$ cat src/design/drr_pkg.sv
// Shared types and constants for the deficit round robin scheduler.
`timescale 1ns / 1ps

package drr_pkg;

    localparam int CFG_W       = 16;
    localparam int CFG_INDEX_W = 1;
    localparam int DEF_W       = 17;
    localparam int FLOW_IN_W   = 3;

    localparam logic [CFG_INDEX_W-1:0] REG_QUANTUM     = 1'd0;
    localparam logic [CFG_INDEX_W-1:0] REG_PACKET_BITS = 1'd1;

    localparam logic [CFG_W-1:0] QUANTUM_RESET     = 16'd160;
    localparam logic [CFG_W-1:0] PACKET_BITS_RESET = 16'd80;
    localparam logic [DEF_W-1:0] DEF_MAX           = 17'h1FFFF;

    localparam logic ACT_ARRIVAL    = 1'b0;
    localparam logic ACT_COMPLETION = 1'b1;

    typedef enum logic [1:0] {
        ADDR_ARRIVAL,
        ADDR_GRANTED,
        ADDR_SCAN
    } addr_sel_t;

    typedef struct packed {
        logic      capture;
        addr_sel_t addr_sel;
        logic      rd_en;
        logic      arr_upd;
        logic      cmp_upd;
        logic      scan_init;
        logic      scan_upd;
        logic      out_load;
    } drr_cmd_t;

    typedef struct packed {
        logic action;
        logic flow_ok;
        logic busy;
        logic grant;
        logic scan_last;
        logic out_free;
    } drr_status_t;

endpackage

$ cat src/design/drr_ram.sv
// Generic single-write, single-read RAM with registered read data.
`timescale 1ns / 1ps

module drr_ram #(
    parameter int WIDTH = 8,
    parameter int DEPTH = 8
) (
    input  logic                     clk,
    input  logic                     wr_en,
    input  logic [$clog2(DEPTH)-1:0] wr_addr,
    input  logic [WIDTH-1:0]         wr_data,
    input  logic                     rd_en,
    input  logic [$clog2(DEPTH)-1:0] rd_addr,
    output logic [WIDTH-1:0]         rd_data
);

    logic [WIDTH-1:0] mem [DEPTH];
    logic [WIDTH-1:0] rd_data_reg;

    always_ff @(posedge clk)
    begin
        if (wr_en)
        begin
            mem[wr_addr] <= wr_data;
        end
        if (rd_en)
        begin
            rd_data_reg <= mem[rd_addr];
        end
    end

    assign rd_data = rd_data_reg;

endmodule

$ cat src/design/drr_ctrl.sv
// Sequencer for the scheduler: decodes a word, walks the flow scan, loads the result.
`timescale 1ns / 1ps

module drr_ctrl (
    input  logic                clk,
    input  logic                rst_n,
    input  logic                in_valid,
    output logic                in_ready,
    input  drr_pkg::drr_status_t status,
    output drr_pkg::drr_cmd_t    cmd
);

    import drr_pkg::*;

    typedef enum logic [2:0] {
        IDLE,
        DISPATCH,
        ARR_RD,
        ARR_WR,
        CMP_RD,
        CMP_WR,
        SCN_RD,
        SCN_WR
    } state_t;

    // FINISH shares no encoding slot; a separate flag marks the result stage
    state_t state_reg, state_next;
    logic   finish_reg, finish_next;

    always_ff @(posedge clk or negedge rst_n)
    begin
        if (!rst_n)
        begin
            state_reg  <= IDLE;
            finish_reg <= 1'b0;
        end
        else
        begin
            state_reg  <= state_next;
            finish_reg <= finish_next;
        end
    end

    always_comb
    begin
        state_next  = state_reg;
        finish_next = finish_reg;
        cmd         = '0;
        cmd.addr_sel = ADDR_SCAN;
        if (finish_reg)
        begin
            if (status.out_free)
            begin
                cmd.out_load = 1'b1;
                finish_next  = 1'b0;
                state_next   = IDLE;
            end
        end
        else
        begin
            case (state_reg)
                IDLE:
                begin
                    if (in_valid)
                    begin
                        cmd.capture = 1'b1;
                        state_next  = DISPATCH;
                    end
                end
                DISPATCH:
                begin
                    if (status.action == ACT_ARRIVAL)
                    begin
                        if (status.flow_ok)
                            state_next = ARR_RD;
                        else
                            finish_next = 1'b1;
                    end
                    else if (status.busy)
                        state_next = CMP_RD;
                    else
                        finish_next = 1'b1;
                end
                ARR_RD:
                begin
                    cmd.rd_en    = 1'b1;
                    cmd.addr_sel = ADDR_ARRIVAL;
                    state_next   = ARR_WR;
                end
                ARR_WR:
                begin
                    cmd.arr_upd = 1'b1;
                    if (status.busy)
                        finish_next = 1'b1;
                    else
                    begin
                        cmd.scan_init = 1'b1;
                        state_next    = SCN_RD;
                    end
                end
                CMP_RD:
                begin
                    cmd.rd_en    = 1'b1;
                    cmd.addr_sel = ADDR_GRANTED;
                    state_next   = CMP_WR;
                end
                CMP_WR:
                begin
                    cmd.cmp_upd   = 1'b1;
                    cmd.scan_init = 1'b1;
                    state_next    = SCN_RD;
                end
                SCN_RD:
                begin
                    cmd.rd_en    = 1'b1;
                    cmd.addr_sel = ADDR_SCAN;
                    state_next   = SCN_WR;
                end
                SCN_WR:
                begin
                    cmd.scan_upd = 1'b1;
                    if (status.grant || status.scan_last)
                        finish_next = 1'b1;
                    else
                        state_next = SCN_RD;
                end
                default:
                begin
                    state_next = IDLE;
                end
            endcase
        end
    end

    assign in_ready = (state_reg == IDLE) && !finish_reg;

endmodule

$ cat src/design/drr_dp.sv
// Datapath: per-flow count/deficit RAM, scan pointers, config and result registers.
`timescale 1ns / 1ps

module drr_dp #(
    parameter int FLOWS       = 8,
    parameter int MAX_PACKETS = 1023
) (
    input  logic                               clk,
    input  logic                               rst_n,
    input  logic                               cfg_we,
    input  logic [drr_pkg::CFG_INDEX_W-1:0]    cfg_index,
    input  logic [drr_pkg::CFG_W-1:0]          cfg_data,
    input  logic                               action,
    input  logic [drr_pkg::FLOW_IN_W-1:0]      flow,
    output logic                               out_valid,
    input  logic                               out_ready,
    output logic                               busy_res,
    output logic [drr_pkg::FLOW_IN_W-1:0]      serving_flow,
    output logic                               dropped,
    input  drr_pkg::drr_cmd_t                  cmd,
    output drr_pkg::drr_status_t               status
);

    import drr_pkg::*;

    localparam int FW  = $clog2(FLOWS);
    localparam int CW  = $clog2(MAX_PACKETS + 1);
    localparam int EW  = CW + DEF_W;
    localparam int XW  = FW + FLOW_IN_W;
    localparam logic [FW-1:0] LAST_FLOW = FW'(FLOWS - 1);
    localparam logic [CW-1:0] CNT_MAX   = CW'(MAX_PACKETS);

    logic [CFG_W-1:0] quantum_reg, packet_bits_reg;
    logic             action_reg;
    logic [FLOW_IN_W-1:0] flow_reg;
    logic [FW-1:0]    rp_reg, granted_reg, idx_reg, visit_reg, wr_addr_reg;
    logic             busy_reg, drop_reg, rd_valid_reg;
    logic [FLOWS-1:0] valid_reg;
    logic             out_valid_reg, busy_res_reg, dropped_reg;
    logic [FLOW_IN_W-1:0] serving_reg;

    logic [XW-1:0]    flow_ext, granted_ext;
    logic             flow_ok;
    logic [FW-1:0]    rd_addr, idx_inc, rp_inc;
    logic [EW-1:0]    rd_data, wr_data;
    logic             wr_en;
    logic [CW-1:0]    cnt;
    logic [DEF_W-1:0] def, def_floor, def_top;
    logic [DEF_W:0]   def_sum;
    logic             cnt_zero, full, eligible, grant;

    assign flow_ext    = XW'(flow_reg);
    assign flow_ok     = flow_ext < XW'(FLOWS);
    assign granted_ext = XW'(granted_reg);
    assign idx_inc     = (idx_reg == LAST_FLOW) ? '0 : idx_reg + 1'b1;
    assign rp_inc      = (rp_reg == LAST_FLOW) ? '0 : rp_reg + 1'b1;

    always_comb
    begin
        case (cmd.addr_sel)
            ADDR_ARRIVAL: rd_addr = flow_ext[FW-1:0];
            ADDR_GRANTED: rd_addr = granted_reg;
            ADDR_SCAN:    rd_addr = idx_reg;
            default:      rd_addr = idx_reg;
        endcase
    end

    // entries never written read as empty
    assign cnt = rd_valid_reg ? rd_data[EW-1:DEF_W] : '0;
    assign def = rd_valid_reg ? rd_data[DEF_W-1:0] : '0;

    assign cnt_zero  = (cnt == '0);
    assign full      = (cnt >= CNT_MAX);
    assign def_floor = (def > DEF_W'(packet_bits_reg)) ? def - DEF_W'(packet_bits_reg) : '0;
    assign def_sum   = (DEF_W + 1)'(def) + (DEF_W + 1)'(quantum_reg);
    always_comb
    begin
        if (def < DEF_W'(packet_bits_reg))
            def_top = def_sum[DEF_W] ? DEF_MAX : def_sum[DEF_W-1:0];
        else
            def_top = def;
    end
    assign eligible = (def_top >= DEF_W'(packet_bits_reg));
    assign grant    = !cnt_zero && eligible;

    always_comb
    begin
        wr_en   = 1'b0;
        wr_data = rd_data;
        if (cmd.arr_upd)
        begin
            wr_en   = 1'b1;
            wr_data = {full ? CNT_MAX : cnt + 1'b1, def};
        end
        else if (cmd.cmp_upd)
        begin
            wr_en   = !cnt_zero;
            wr_data = {cnt - 1'b1, def_floor};
        end
        else if (cmd.scan_upd)
        begin
            wr_en   = 1'b1;
            wr_data = cnt_zero ? {cnt, {DEF_W{1'b0}}} : {cnt, def_top};
        end
    end

    drr_ram #(
        .WIDTH (EW),
        .DEPTH (FLOWS)
    ) u_ram (
        .clk     (clk),
        .wr_en   (wr_en),
        .wr_addr (wr_addr_reg),
        .wr_data (wr_data),
        .rd_en   (cmd.rd_en),
        .rd_addr (rd_addr),
        .rd_data (rd_data)
    );

    always_ff @(posedge clk or negedge rst_n)
    begin
        if (!rst_n)
        begin
            quantum_reg     <= QUANTUM_RESET;
            packet_bits_reg <= PACKET_BITS_RESET;
            valid_reg       <= '0;
            rd_valid_reg    <= 1'b0;
            rp_reg          <= '0;
            granted_reg     <= '0;
            busy_reg        <= 1'b0;
            idx_reg         <= '0;
            visit_reg       <= '0;
            out_valid_reg   <= 1'b0;
        end
        else
        begin
            if (cfg_we)
            begin
                case (cfg_index)
                    REG_QUANTUM:     quantum_reg     <= cfg_data;
                    REG_PACKET_BITS: packet_bits_reg <= cfg_data;
                    default:         ;
                endcase
            end
            if (cmd.rd_en)
                rd_valid_reg <= valid_reg[rd_addr];
            if (wr_en)
                valid_reg[wr_addr_reg] <= 1'b1;
            if (cmd.cmp_upd)
                busy_reg <= 1'b0;
            if (cmd.scan_init)
            begin
                idx_reg   <= rp_inc;
                visit_reg <= '0;
            end
            if (cmd.scan_upd)
            begin
                if (grant)
                begin
                    busy_reg    <= 1'b1;
                    granted_reg <= idx_reg;
                    rp_reg      <= idx_reg;
                end
                else if (visit_reg == LAST_FLOW)
                begin
                    busy_reg    <= 1'b0;
                    granted_reg <= '0;
                    rp_reg      <= idx_reg;
                end
                else
                begin
                    idx_reg   <= idx_inc;
                    visit_reg <= visit_reg + 1'b1;
                end
            end
            if (cmd.out_load)
                out_valid_reg <= 1'b1;
            else if (out_ready)
                out_valid_reg <= 1'b0;
        end
    end

    always_ff @(posedge clk)
    begin
        if (cmd.capture)
        begin
            action_reg <= action;
            flow_reg   <= flow;
            drop_reg   <= 1'b0;
        end
        else if (cmd.arr_upd)
            drop_reg <= full;
        if (cmd.rd_en)
            wr_addr_reg <= rd_addr;
        if (cmd.out_load)
        begin
            busy_res_reg <= busy_reg;
            serving_reg  <= busy_reg ? granted_ext[FLOW_IN_W-1:0] : '0;
            dropped_reg  <= drop_reg;
        end
    end

    assign status.action    = action_reg;
    assign status.flow_ok   = flow_ok;
    assign status.busy      = busy_reg;
    assign status.grant     = grant;
    assign status.scan_last = (visit_reg == LAST_FLOW);
    assign status.out_free  = !out_valid_reg || out_ready;

    assign out_valid    = out_valid_reg;
    assign busy_res     = busy_res_reg;
    assign serving_flow = serving_reg;
    assign dropped      = dropped_reg;

endmodule

$ cat src/design/deficit_round_robin_scheduler_core.sv
// Deficit round robin scheduler: top level joining sequencer and datapath.
//
// Input channel (in_valid/in_ready, action, flow): one word per packet event,
// an arrival for a flow or a completion of the packet in service.
// Output channel (out_valid/out_ready): one result word per input word with
// busy_res, serving_flow and dropped after that event.
// Config port (cfg_we, cfg_index, cfg_data): index 0 quantum, 1 packet_bits;
// write only while no word is in flight.
// One word is processed at a time: a decode step after capture, a per-flow
// count/deficit RAM access (read, then write), a read and a write for each flow
// a scan visits, up to FLOWS of them, and a step to load the result register.
// An ignored word skips the RAM access and the scan; an arrival while busy
// skips the scan. The next word is accepted in the cycle after the result is
// loaded, so no new word is taken before the last one's result is loaded.
// If the receiver stalls, the following word is taken but holds in its final
// cycle until the output register frees up.
// Reset clears all flow counts and deficits (per-entry valid bits), the
// round pointer and the service state; registers return to 160 and 80.
`timescale 1ns / 1ps

module deficit_round_robin_scheduler_core #(
    parameter int FLOWS       = 8,
    parameter int MAX_PACKETS = 1023
) (
    input  logic                            clk,
    input  logic                            rst_n,
    input  logic                            cfg_we,
    input  logic [drr_pkg::CFG_INDEX_W-1:0] cfg_index,
    input  logic [drr_pkg::CFG_W-1:0]       cfg_data,
    input  logic                            in_valid,
    output logic                            in_ready,
    input  logic                            action,
    input  logic [drr_pkg::FLOW_IN_W-1:0]   flow,
    output logic                            out_valid,
    input  logic                            out_ready,
    output logic                            busy_res,
    output logic [drr_pkg::FLOW_IN_W-1:0]   serving_flow,
    output logic                            dropped
);

    import drr_pkg::*;

    drr_cmd_t    cmd;
    drr_status_t status;

    drr_ctrl u_ctrl (
        .clk      (clk),
        .rst_n    (rst_n),
        .in_valid (in_valid),
        .in_ready (in_ready),
        .status   (status),
        .cmd      (cmd)
    );

    drr_dp #(
        .FLOWS       (FLOWS),
        .MAX_PACKETS (MAX_PACKETS)
    ) u_dp (
        .clk          (clk),
        .rst_n        (rst_n),
        .cfg_we       (cfg_we),
        .cfg_index    (cfg_index),
        .cfg_data     (cfg_data),
        .action       (action),
        .flow         (flow),
        .out_valid    (out_valid),
        .out_ready    (out_ready),
        .busy_res     (busy_res),
        .serving_flow (serving_flow),
        .dropped      (dropped),
        .cmd          (cmd),
        .status       (status)
    );

endmodule
$ cat config.mk
export PLATFORM = sky130hd
export DESIGN_NAME = deficit_round_robin_scheduler_core
export DESIGN_NICKNAME = d
export VERILOG_FILES = /design/src/design/drr_pkg.sv /design/src/design/drr_ram.sv /design/src/design/drr_ctrl.sv /design/src/design/drr_dp.sv /design/src/design/deficit_round_robin_scheduler_core.sv
export SDC_FILE = /design/constraint.sdc
export NUM_CORES = 1
export LEC_CHECK = 0
export ABC_CLOCK_PERIOD_IN_PS = 4640
export BUFFER_PORTS_ARGS = -buffer_cell sky130_fd_sc_hd__buf_4
export CORE_ASPECT_RATIO = 1.75
export CORE_UTILIZATION = 52
export CTS_CLUSTER_DIAMETER = 30
export DETAILED_ROUTE_END_ITERATION = 8
export PLACE_DENSITY = 0.72
export SLEW_MARGIN = 20
export SYNTH_ARGS = -nofsm -noshare
export SYNTH_HDL_FRONTEND = slang
export SYNTH_SLANG_ARGS = --single-unit
$ cat constraint.sdc
create_clock -name clk -period 4.64 [get_ports clk]
set_input_delay 0.928 -clock clk [delete_from_list [all_inputs] [get_ports clk]]
set_output_delay 0.928 -clock clk [all_outputs]
set_load 0.02 [all_outputs]
# Word-level counts from Yosys, hierarchy flattened

Memory sizes are Yosys's and may differ from the RTL's. A register that Yosys moved wholly into a read port is not among the register bits.
Cells that the tools add are included.

Flip-flop bits (word level): 72
Bits in latches: 0
RAM bits: 216
Bits in read-only memories: 0
Output and inout port bits: 7
Word-level logic and storage cells: 138
Memories kept: 1

$add $sub $neg: 7
$mul: 0
Div/mod/pow operators: 0
$lt $le $gt $ge: 8
Equality and inequality tests: 17
Shifts and indexed selects: 0
Muxes and demuxes: 67
Bitwise operators: 2
Reduce and logical (&&, ||, !) cells: 17

Memory list:

| name           | words | bits a word | read ports | clocked after memory_dff | write ports | RTL line      | RTL |
|---|---|---|---|---|---|---|---|
| u_dp.u_ram.mem | 8     | 27          | 1          | 1                        | 1           | drr_ram.sv:17 | `logic [WIDTH-1:0] mem [DEPTH];` |

Operators by type and width:

| operator                | count |
|---|---|
| $mux W17                | 5 |
| $mux W27                | 3 |
| $mux W3                 | 22 |
| $mux W1                 | 27 |
| $pmux W3 S8             | 1 |
| $eq A3 B3 Y1 const B    | 7 |
| $mux W10                | 2 |
| $add A17 B16 Y18        | 1 |
| $ge A17 B16 Y1          | 1 |
| $gt A17 B16 Y1          | 1 |
| $lt A17 B16 Y1          | 1 |
| $sub A17 B16 Y17        | 1 |
| $lt A3 B4 Y1 const B    | 3 |
| $add A10 B1 Y10 const B | 1 |
| $ge A10 B10 Y1 const B  | 1 |
| $logic_not A10 Y1       | 1 |
| $sub A10 B1 Y10 const B | 1 |
| $add A3 B1 Y3 const B   | 3 |
| $pmux W3 S3             | 1 |
| $mux W8                 | 1 |
| $or A8 B8 Y8            | 1 |
| $eq A3 B2 Y1 const B    | 2 |
| $ne A3 B2 Y1 const B    | 2 |
| $pmux W3 S2             | 1 |
| other kinds (20)        | 28 |

# Depth between registers and ports, before layout

Gate-level depths: netlist of run 1.

Depth in word-level cells: 10
Depth in mapped cells: 25
Gate-level depth less buffers: 21

# Modules after synthesis

Synthesis of run 1 repeated with hierarchy kept, for this count alone.

Cells, all modules: 1151
Area total of the unflattened synthesis: 16067.9 um^2

By module, submodules not included:

| module   | times used | cells each | area each (um^2) |
|---|---|---|---|
| drr_ram  | 1          | 352        | 9182.6 |
| drr_dp   | 1          | 755        | 6546.3 |
| drr_ctrl | 1          | 44         | 339.1 |

# Worst setup path after synthesis of run 1

OpenSTA, ideal clock, no wires.

Path kind: reg2reg
From: reg u_dp.rd_valid_reg
To: reg u_dp.rp_reg[0]
Data arrival time: 4969 ps
Setup slack: -454 ps
Stages on the path, launching flop included: 25
Clock period less this slack: 5094 ps
Path through: dfrtp_1 > buf_6 > buf_2 > clkbuf_1 > clkbuf_1 > clkbuf_1 > nand2_1 > inv_1 > ha_1 > a21o_1 > a31oi_1 > o31ai_1 > a31oi_4 > buf_4 > buf_2 > a21oi_1 > ha_1 > nand2b_1 > a21o_1 > a211oi_1 > o21ai_0 > a21oi_1 > nand3b_1 > o21ai_4 > mux2_4

Longest elaborated chain between the ends: 8

RTL lines:

| what                                | RTL line      | RTL |
|---|---|---|
| from (decl)                         | drr_dp.sv:37  | `logic busy_reg, drop_reg, rd_valid_reg;` |
| from (signal assigned)              | drr_dp.sv:146 | `rd_valid_reg <= valid_reg[rd_addr];` |
| $mux W17                            | drr_dp.sv:70  | `assign def = rd_valid_reg ? rd_data[DEF_W-1:0] : '0;` |
| $add A17 B16 Y18                    | drr_dp.sv:75  | `assign def_sum = (DEF_W + 1)'(def) + (DEF_W + 1)'(quantum_reg);` |
| $mux W17                            | drr_dp.sv:79  | `def_top = def_sum[DEF_W] ? DEF_MAX : def_sum[DEF_W-1:0];` |
| $mux W17                            | drr_dp.sv:78  | `if (def < DEF_W'(packet_bits_reg))` |
| $ge A17 B16 Y1                      | drr_dp.sv:83  | `assign eligible = (def_top >= DEF_W'(packet_bits_reg));` |
| $logic_and A1 B1 Y1 (*)             | drr_dp.sv:84  | `assign grant = !cnt_zero && eligible;` |
| $reduce_bool A2 Y1 (no source line) | --            |  |
| $reduce_and A2 Y1 (no source line)  | --            |  |
| to (signal assigned)                | drr_dp.sv:162 | `rp_reg <= idx_reg;` |
| to (signal assigned)                | drr_dp.sv:168 | `rp_reg <= idx_reg;` |
| to (decl)                           | drr_dp.sv:36  | `logic [FW-1:0] rp_reg, granted_reg, idx_reg, visit_reg, wr_addr_reg;` |

Mark *: on every way between the ends. The rest lies on a longest branch, timed or not.
A chain may end at the register's enable or synchronous reset.

# Worst setup path after layout of run 1

From: reg u_dp.rd_valid_reg
To: reg u_dp.rp_reg[1]

The elaborated chain is that of the path after synthesis.

==> flow_metrics.env, run 1 <==
export IMPL_yosys_warnings=0
export IMPL_first_global_vias=10600
export IMPL_drt_iter0_markers=736
export IMPL_fillers=2264
export IMPL_setup_viol=0
export IMPL_core_um2=29500
export IMPL_clock_sinks=315
export IMPL_worst_pin_slew_ns=1.11
export IMPL_synth_top_family_by_area="compound AO/OA/AOI/OAI gates"
export IMPL_worstHoldStart="u_dp.drop_reg"
export IMPL_start_kind="flop"
export IMPL_cts_tree="done"
export IMPL_fin_worst_skew_ns=0.0191
export IMPL_synth_avg_cell_area_um2=12.2
export IMPL_synth_cell_type_count=73
export IMPL_drv_slew=0
export IMPL_fmax_ghz=0.220
export IMPL_finalHoldViolations=0
export IMPL_num_io_pins=33
export IMPL_yosys_mux_area_fraction=0.110
export IMPL_syn_area_um2=15700
export IMPL_dpl_hpwl_mm=25.1
export IMPL_cts_htree_levels=2
export IMPL_ys_async_sr_fraction=0.187
export IMPL_period_needed_ns=4.55
export IMPL_numPortBuffers=32
export IMPL_yosysMostFrequentCell="edfxtp_1"
export IMPL_yosysTopAreaCell="edfxtp_1"
export IMPL_status="completed"
export IMPL_relSlewSlack=0.260
export IMPL_cap_violations=0
export IMPL_synthFlopType="edfxtp_1"
export IMPL_ys_top_cells_by_area="edfxtp_1 49%, dfrtp_1 8.8%, mux2i_1 5.9%"
export IMPL_reg2reg_to="u_dp.rp_reg[1]"
export IMPL_hp_class="reg2reg"
export IMPL_synth_commonest_cells="255 x edfxtp_1, 127 x nand2_1, 92 x mux2i_1"
export IMPL_rrSetupSlack_ns=0.09
export IMPL_synth_edf_count=255
export IMPL_synth_simple_gate_area_frac=0.104
export IMPL_ff2ff_path_depth=19
export IMPL_die_w_um=133
export IMPL_grt_overflow=0
export IMPL_drtAntennaViolNets=0
export IMPL_grt_usage=0.241
export IMPL_grt_pass1_wl_mm=56.7
export IMPL_synth_seq_cells=315
export IMPL_drtPass1Iterations=5
export IMPL_critPathCaptureType="flop"
export IMPL_syn_nets=1371
export IMPL_antenna_found_initial=0
export IMPL_reg2reg_from="u_dp.rd_valid_reg"
export IMPL_synth_xor_area_frac=0.0195
export IMPL_drive_gt1_frac=0.222
export IMPL_initial_core_util=0.533
export IMPL_nets=1457
export IMPL_clk_pin_slew_ns=0.05
export IMPL_cp_required_ns=5.05
export IMPL_min_path_cells=0
export IMPL_routed_wl_mm=36.8
export IMPL_routedWlPerCell_um=20.5
export IMPL_die_y_um=232
export IMPL_postCtsHoldBufs=0
export IMPL_synth_top_area_frac=0.487
export IMPL_gp_congestion=0.946
export IMPL_synthCells=1291
export IMPL_synth_compound_area_share=0.111
export IMPL_worstSetupPathType="reg2reg"
export IMPL_whs_endpoint="u_dp.dropped"
export IMPL_largest_reg_flops=216
export IMPL_insertion_delay_ns=0.54
export IMPL_cts_inserted_buffers=39
export IMPL_grt_max_degree=67
export IMPL_final_util=0.627
export IMPL_root_buffer="clkbuf_16"
export IMPL_drc_errors=0
export IMPL_syn_to_final_growth_pct=17.7
export IMPL_cts_buffer_depth=3
export IMPL_path_max_fanout=7
export IMPL_finalCritPeriodShare=0.981
export IMPL_vias_per_cell=5.84
export IMPL_num_vias=10500
export IMPL_crit_arrival_ns=4.96
export IMPL_rows=83
export IMPL_ys_seq_area_frac=0.583
export IMPL_synth_fa_ha_area_frac=0.0440
export IMPL_die_area_um2=30900
export IMPL_diodes=0
logic make-up after synthesis:
logic type | count (synthesis)
AND/OR/NAND/NOR | 354
flip-flops | 315
AO/OA/AOI/OAI | 267
multiplexers | 163
buffers and inverters | 103
adder cells (fa/ha/maj) | 54
XOR/XNOR | 35
what timing repair did:
item,CTS,global route
setup buffers,0,7
setup endpoints to repair,15,17
resized for setup,2,30
pin swaps,1,15
gates cloned,0,2
metal layers:
layer,up-vias,track usage,wire [um]
met5,-,0,0
met4,0,0.136,1980
met3,111,0.0258,1470
met2,283,0.432,19100
met1,5076,0.278,14200
li1,4982,-,-
layout make-up:
| type | count | area, um^2 | area share |
|---|---|---|---|
| Clock inverter | 28 | 372 | 0.0201 |
| Tap cell | 382 | 478 | 0.0258 |
| Clock buffer | 44 | 1030 | 0.0555 |
| Inverter | 37 | 139 | 0.00751 |
| Timing Repair Buffer | 111 | 918 | 0.0497 |
| Sequential cell | 315 | 9160 | 0.495 |
| Multi-Input combinational cell | 873 | 6400 | 0.346 |
worst max path at each step:
stage	from	endpoint	slack [ns]	depth (start not counted)
global placement	u_dp.rd_valid_reg	u_dp.rp_reg[0]	-0.09	19
CTS	u_dp.rd_valid_reg	u_dp.rp_reg[1]	0.005	19
global route	u_dp.rd_valid_reg	u_dp.rp_reg[1]	-0.14	22
detailed placement	u_dp.rd_valid_reg	u_dp.rp_reg[1]	-0.14	19
floorplan	u_dp.rd_valid_reg	u_dp.rp_reg[0]	0.002	21
finish	u_dp.rd_valid_reg	u_dp.rp_reg[1]	0.09	19
metrics by stage:
| stage | std cells | hold WS (ns) | TNS [ns] | area, um^2 | setup WS [ns] |
|---|---|---|---|---|---|
| 6_report | 1790 | 0.459 | 0 | 18500 | 0.0894 |
| 5_1_grt | 1790 | 0.481 | -1.61 | 18500 | -0.141 |
| 4_1_cts | 1781 | 0.465 | 0 | 18300 | 0.00525 |
| 3_5_place_dp | 1709 | 0.444 | -1.55 | 16900 | -0.143 |
| 3_3_place_gp | 1709 | 0.443 | -0.642 | 16900 | -0.0940 |
| 2_1_floorplan | 1291 | 0.409 | 0 | 15800 | 0.00237 |
critical path: stages (launching register included):
cell      delay [ns]
dfrtp_2         0.50
buf_12          0.18
and2_1          0.17
ha_4            0.22
a21o_1          0.16
a21o_1          0.19
a31oi_4         0.25
o31ai_2         0.10
a31oi_4         0.31
nor2_1          0.11
a21oi_2         0.16
ha_1            0.26
nand2b_1        0.15
a21o_1          0.19
a211oi_2        0.31
o21ai_1         0.14
a21oi_2         0.33
nand3b_1        0.17
o21ai_4         0.23
mux2_4          0.32
cells in the final DEF, fill, tap and decap left out, drive strengths merged, types with 16 or more instances in the layout:
cell,synthesis,final
a21oi,83,83
mux2i,92,92
mux2,71,71
edfxtp,255,255
dfrtp,55,55
xnor2,20,20
nor2,82,82
nand3,55,55
inv,36,44
and2,16,16
buf,27,110
clkbuf,39,45
nand2,127,127
ha,52,52
o21ai,73,73
nor3,18,18
Power of run 1 is not shown: default switching activity piles up to over one toggle a cycle in this logic, so the estimate is an artifact.
==> run 2: changes to the inputs <==
--- a/config.mk
+++ b/config.mk
@@ -5,13 +5,12 @@
 export SDC_FILE = /design/constraint.sdc
 export NUM_CORES = 1
 export LEC_CHECK = 0
-export ABC_CLOCK_PERIOD_IN_PS = 4640
 export BUFFER_PORTS_ARGS = -buffer_cell sky130_fd_sc_hd__buf_4
 export CORE_ASPECT_RATIO = 1.75
-export CORE_UTILIZATION = 52
+export CORE_UTILIZATION = 57
 export CTS_CLUSTER_DIAMETER = 30
 export DETAILED_ROUTE_END_ITERATION = 8
-export PLACE_DENSITY = 0.72
+export PLACE_DENSITY = 0.76
 export SLEW_MARGIN = 20
 export SYNTH_ARGS = -nofsm -noshare
 export SYNTH_HDL_FRONTEND = slang
==> run 2 against run 1 <==
Maximum frequency grew 0.37%. Global-route usage rose by 1.8 points. Core utilization up 3.6 points. Count of clock-buffer cells in the layout is 1 higher.
==> flow_metrics.env, run 2 (synthesis results as in run 1) <==
export IMPL_mostFrequentLayoutCell="edfxtp_1"
export IMPL_start_kind="flop"
export IMPL_wl_met3_mm=1.85
export IMPL_grt_usage=0.259
export IMPL_period_needed_ns=4.53
export IMPL_finalCritPeriodShare=0.977
export IMPL_reg2reg_to="u_dp.visit_reg[1]"
export IMPL_status="completed"
export IMPL_reg2reg_from="u_dp.rd_valid_reg"
export IMPL_drive_gt1_frac=0.191
export IMPL_wl_met2_mm=18.5
export IMPL_design_area_um2=18000
export IMPL_grt_pass1_wl_mm=55.7
export IMPL_largest_reg_flops=216
export IMPL_hp_class="in2async"
export IMPL_routedWlPerCell_um=20.4
export IMPL_topRoutingLayerUsed="met4"
export IMPL_worstSetupPathType="reg2reg"
export IMPL_cts_htree_levels=2
export IMPL_die_y_um=222
export IMPL_cp_num_buf_inv=2
export IMPL_insertion_delay_ns=0.55
export IMPL_max_stage_delay_ns=0.54
export IMPL_num_vias=10500
export IMPL_crit_top_cell="nand3_1"
export IMPL_ff2ff_path_depth=18
export IMPL_fin_worst_skew_ns=0.0307
export IMPL_rrSetupSlack_ns=0.11
export IMPL_drv_slew=0
export IMPL_cp_required_ns=5.08
export IMPL_fmax_ghz=0.221
export IMPL_die_w_um=127
export IMPL_routed_wl_mm=35.7
export IMPL_syn_to_final_growth_pct=14.5
export IMPL_drt_iter0_markers=785
export IMPL_initial_core_util=0.579
export IMPL_die_area_um2=28300
export IMPL_gp_congestion=0.962
export IMPL_critPathCaptureType="flop"
export IMPL_drc_errors=0
export IMPL_crit_arrival_ns=4.97
export IMPL_root_buffer="clkbuf_16"
export IMPL_cts_tree="done"
export IMPL_cap_violations=0
export IMPL_final_util=0.663
export IMPL_clk_pin_slew_ns=0.05
export IMPL_placed_cell_area_um2=16700
export IMPL_num_io_pins=33
export IMPL_relSlewSlack=0.238
export IMPL_cp_slowest_cell="or4_4"
export IMPL_rows=80
export IMPL_antenna_found_initial=0
export IMPL_first_global_vias=10500
export IMPL_cp_depth=18
export IMPL_cts_buffer_depth=3
export IMPL_cts_inserted_buffers=37
export IMPL_drtPass1Iterations=5
export IMPL_diodes=0
export IMPL_core_um2=27100
export IMPL_worst_pin_slew_ns=1.14
export IMPL_setup_viol=0
export IMPL_numPortBuffers=32
export IMPL_hold_slack_ns=0.453
export IMPL_dpl_hpwl_mm=24.7
export IMPL_finalHoldViolations=0
export IMPL_grt_max_degree=85
export IMPL_cpLargestDelayFamily="simple AND/OR/NAND/NOR gates"
export IMPL_cp_cell_sequence="buf_12 -> and2_1 -> ha_2 -> a31oi_1 -> nand2_1 -> or4_4 -> a31oi_4 -> o21ai_0 -> xor2_1 -> mux2_2 -> ha_1 -> nand3_1 -> nor2_1 -> a21oi_2 -> nand3_1 -> o21ai_4 -> buf_4 -> mux2i_1"
export IMPL_drtAntennaViolNets=0
export IMPL_grt_overflow=0
export IMPL_nets=1427
export IMPL_final_cell_mix="255 x edfxtp_1, 126 x nand2_1, 92 x mux2i_1"
export IMPL_clock_sinks=315
export IMPL_vias_per_cell=5.99
export IMPL_wl_met1_mm=13.6
export IMPL_path_max_fanout=29
[run 2: cell types whose count changed in the layout (fill, tap and decap cells not counted), moves of 4 or more]
cell	delta
bufinv_16	-4
clkbuf_16	-4
buf_4	-27
clkinv_4	+6
ha_4	-4
clkinv_2	-4
[run 2: per-stage QoR]
step                setup slack, ns  TNS [ns]  std cells
floorplan                   0.00237         0       1291
global route               -0.00945   -0.0143       1745
finish                        0.106         0       1745
global placement             0.0628         0       1675
detailed placement           0.0722         0       1675
CTS                          0.0657         0       1743
[run 2: area by class of cell]
cell class | instances | area, um^2
fill | 1939 | 9140
inverter | 37 | 139
timing repair buffer | 83 | 718
clock inverter | 23 | 245
sequential | 315 | 9160
clock buffer | 45 | 996
multi-input combinational | 873 | 6260
tap | 369 | 462
[run 2: layer usage]
metal | vias up | track usage
met1 | 5084 | 0.301
met3 | 110 | 0.0278
li1 | 4921 | -
met4 | 0 | 0.143
met5 | - | 0
met2 | 340 | 0.460
[run 2: worst reg2reg max path: stages, from the launching register on]
cell and delay (ns):
dfrtp_1 0.37, buf_12 0.19, and2_1 0.24, ha_2 0.34, a31oi_1 0.26, nand2_1 0.10
or4_4 0.54, a31oi_4 0.24, o21ai_0 0.16, xor2_1 0.19, mux2_2 0.29, ha_1 0.30
nand3_1 0.17, nor2_1 0.09, a21oi_2 0.25, nand3_1 0.16, o21ai_4 0.20, buf_4 0.18
mux2i_1 0.20
[run 2: how the worst max path moves through the flow]
| stage | endpoint | startpoint |
|---|---|---|
| floorplan | u_dp.rp_reg[0] | u_dp.rd_valid_reg |
| global placement | u_dp.rp_reg[0] | u_dp.rd_valid_reg |
| detailed placement | u_dp.rp_reg[0] | u_dp.rd_valid_reg |
| CTS | u_dp.rp_reg[2] | u_dp.rd_valid_reg |
| global route | u_dp.visit_reg[1] | u_dp.rd_valid_reg |
| finish | u_dp.visit_reg[1] | u_dp.rd_valid_reg |
[run 2: timing repair]
action,CTS,global route
setup endpoints to repair,0,15
hold buffers,0,0
setup buffers,0,2
gates resized for setup,0,8
Power of run 2 is left out for the same reason.
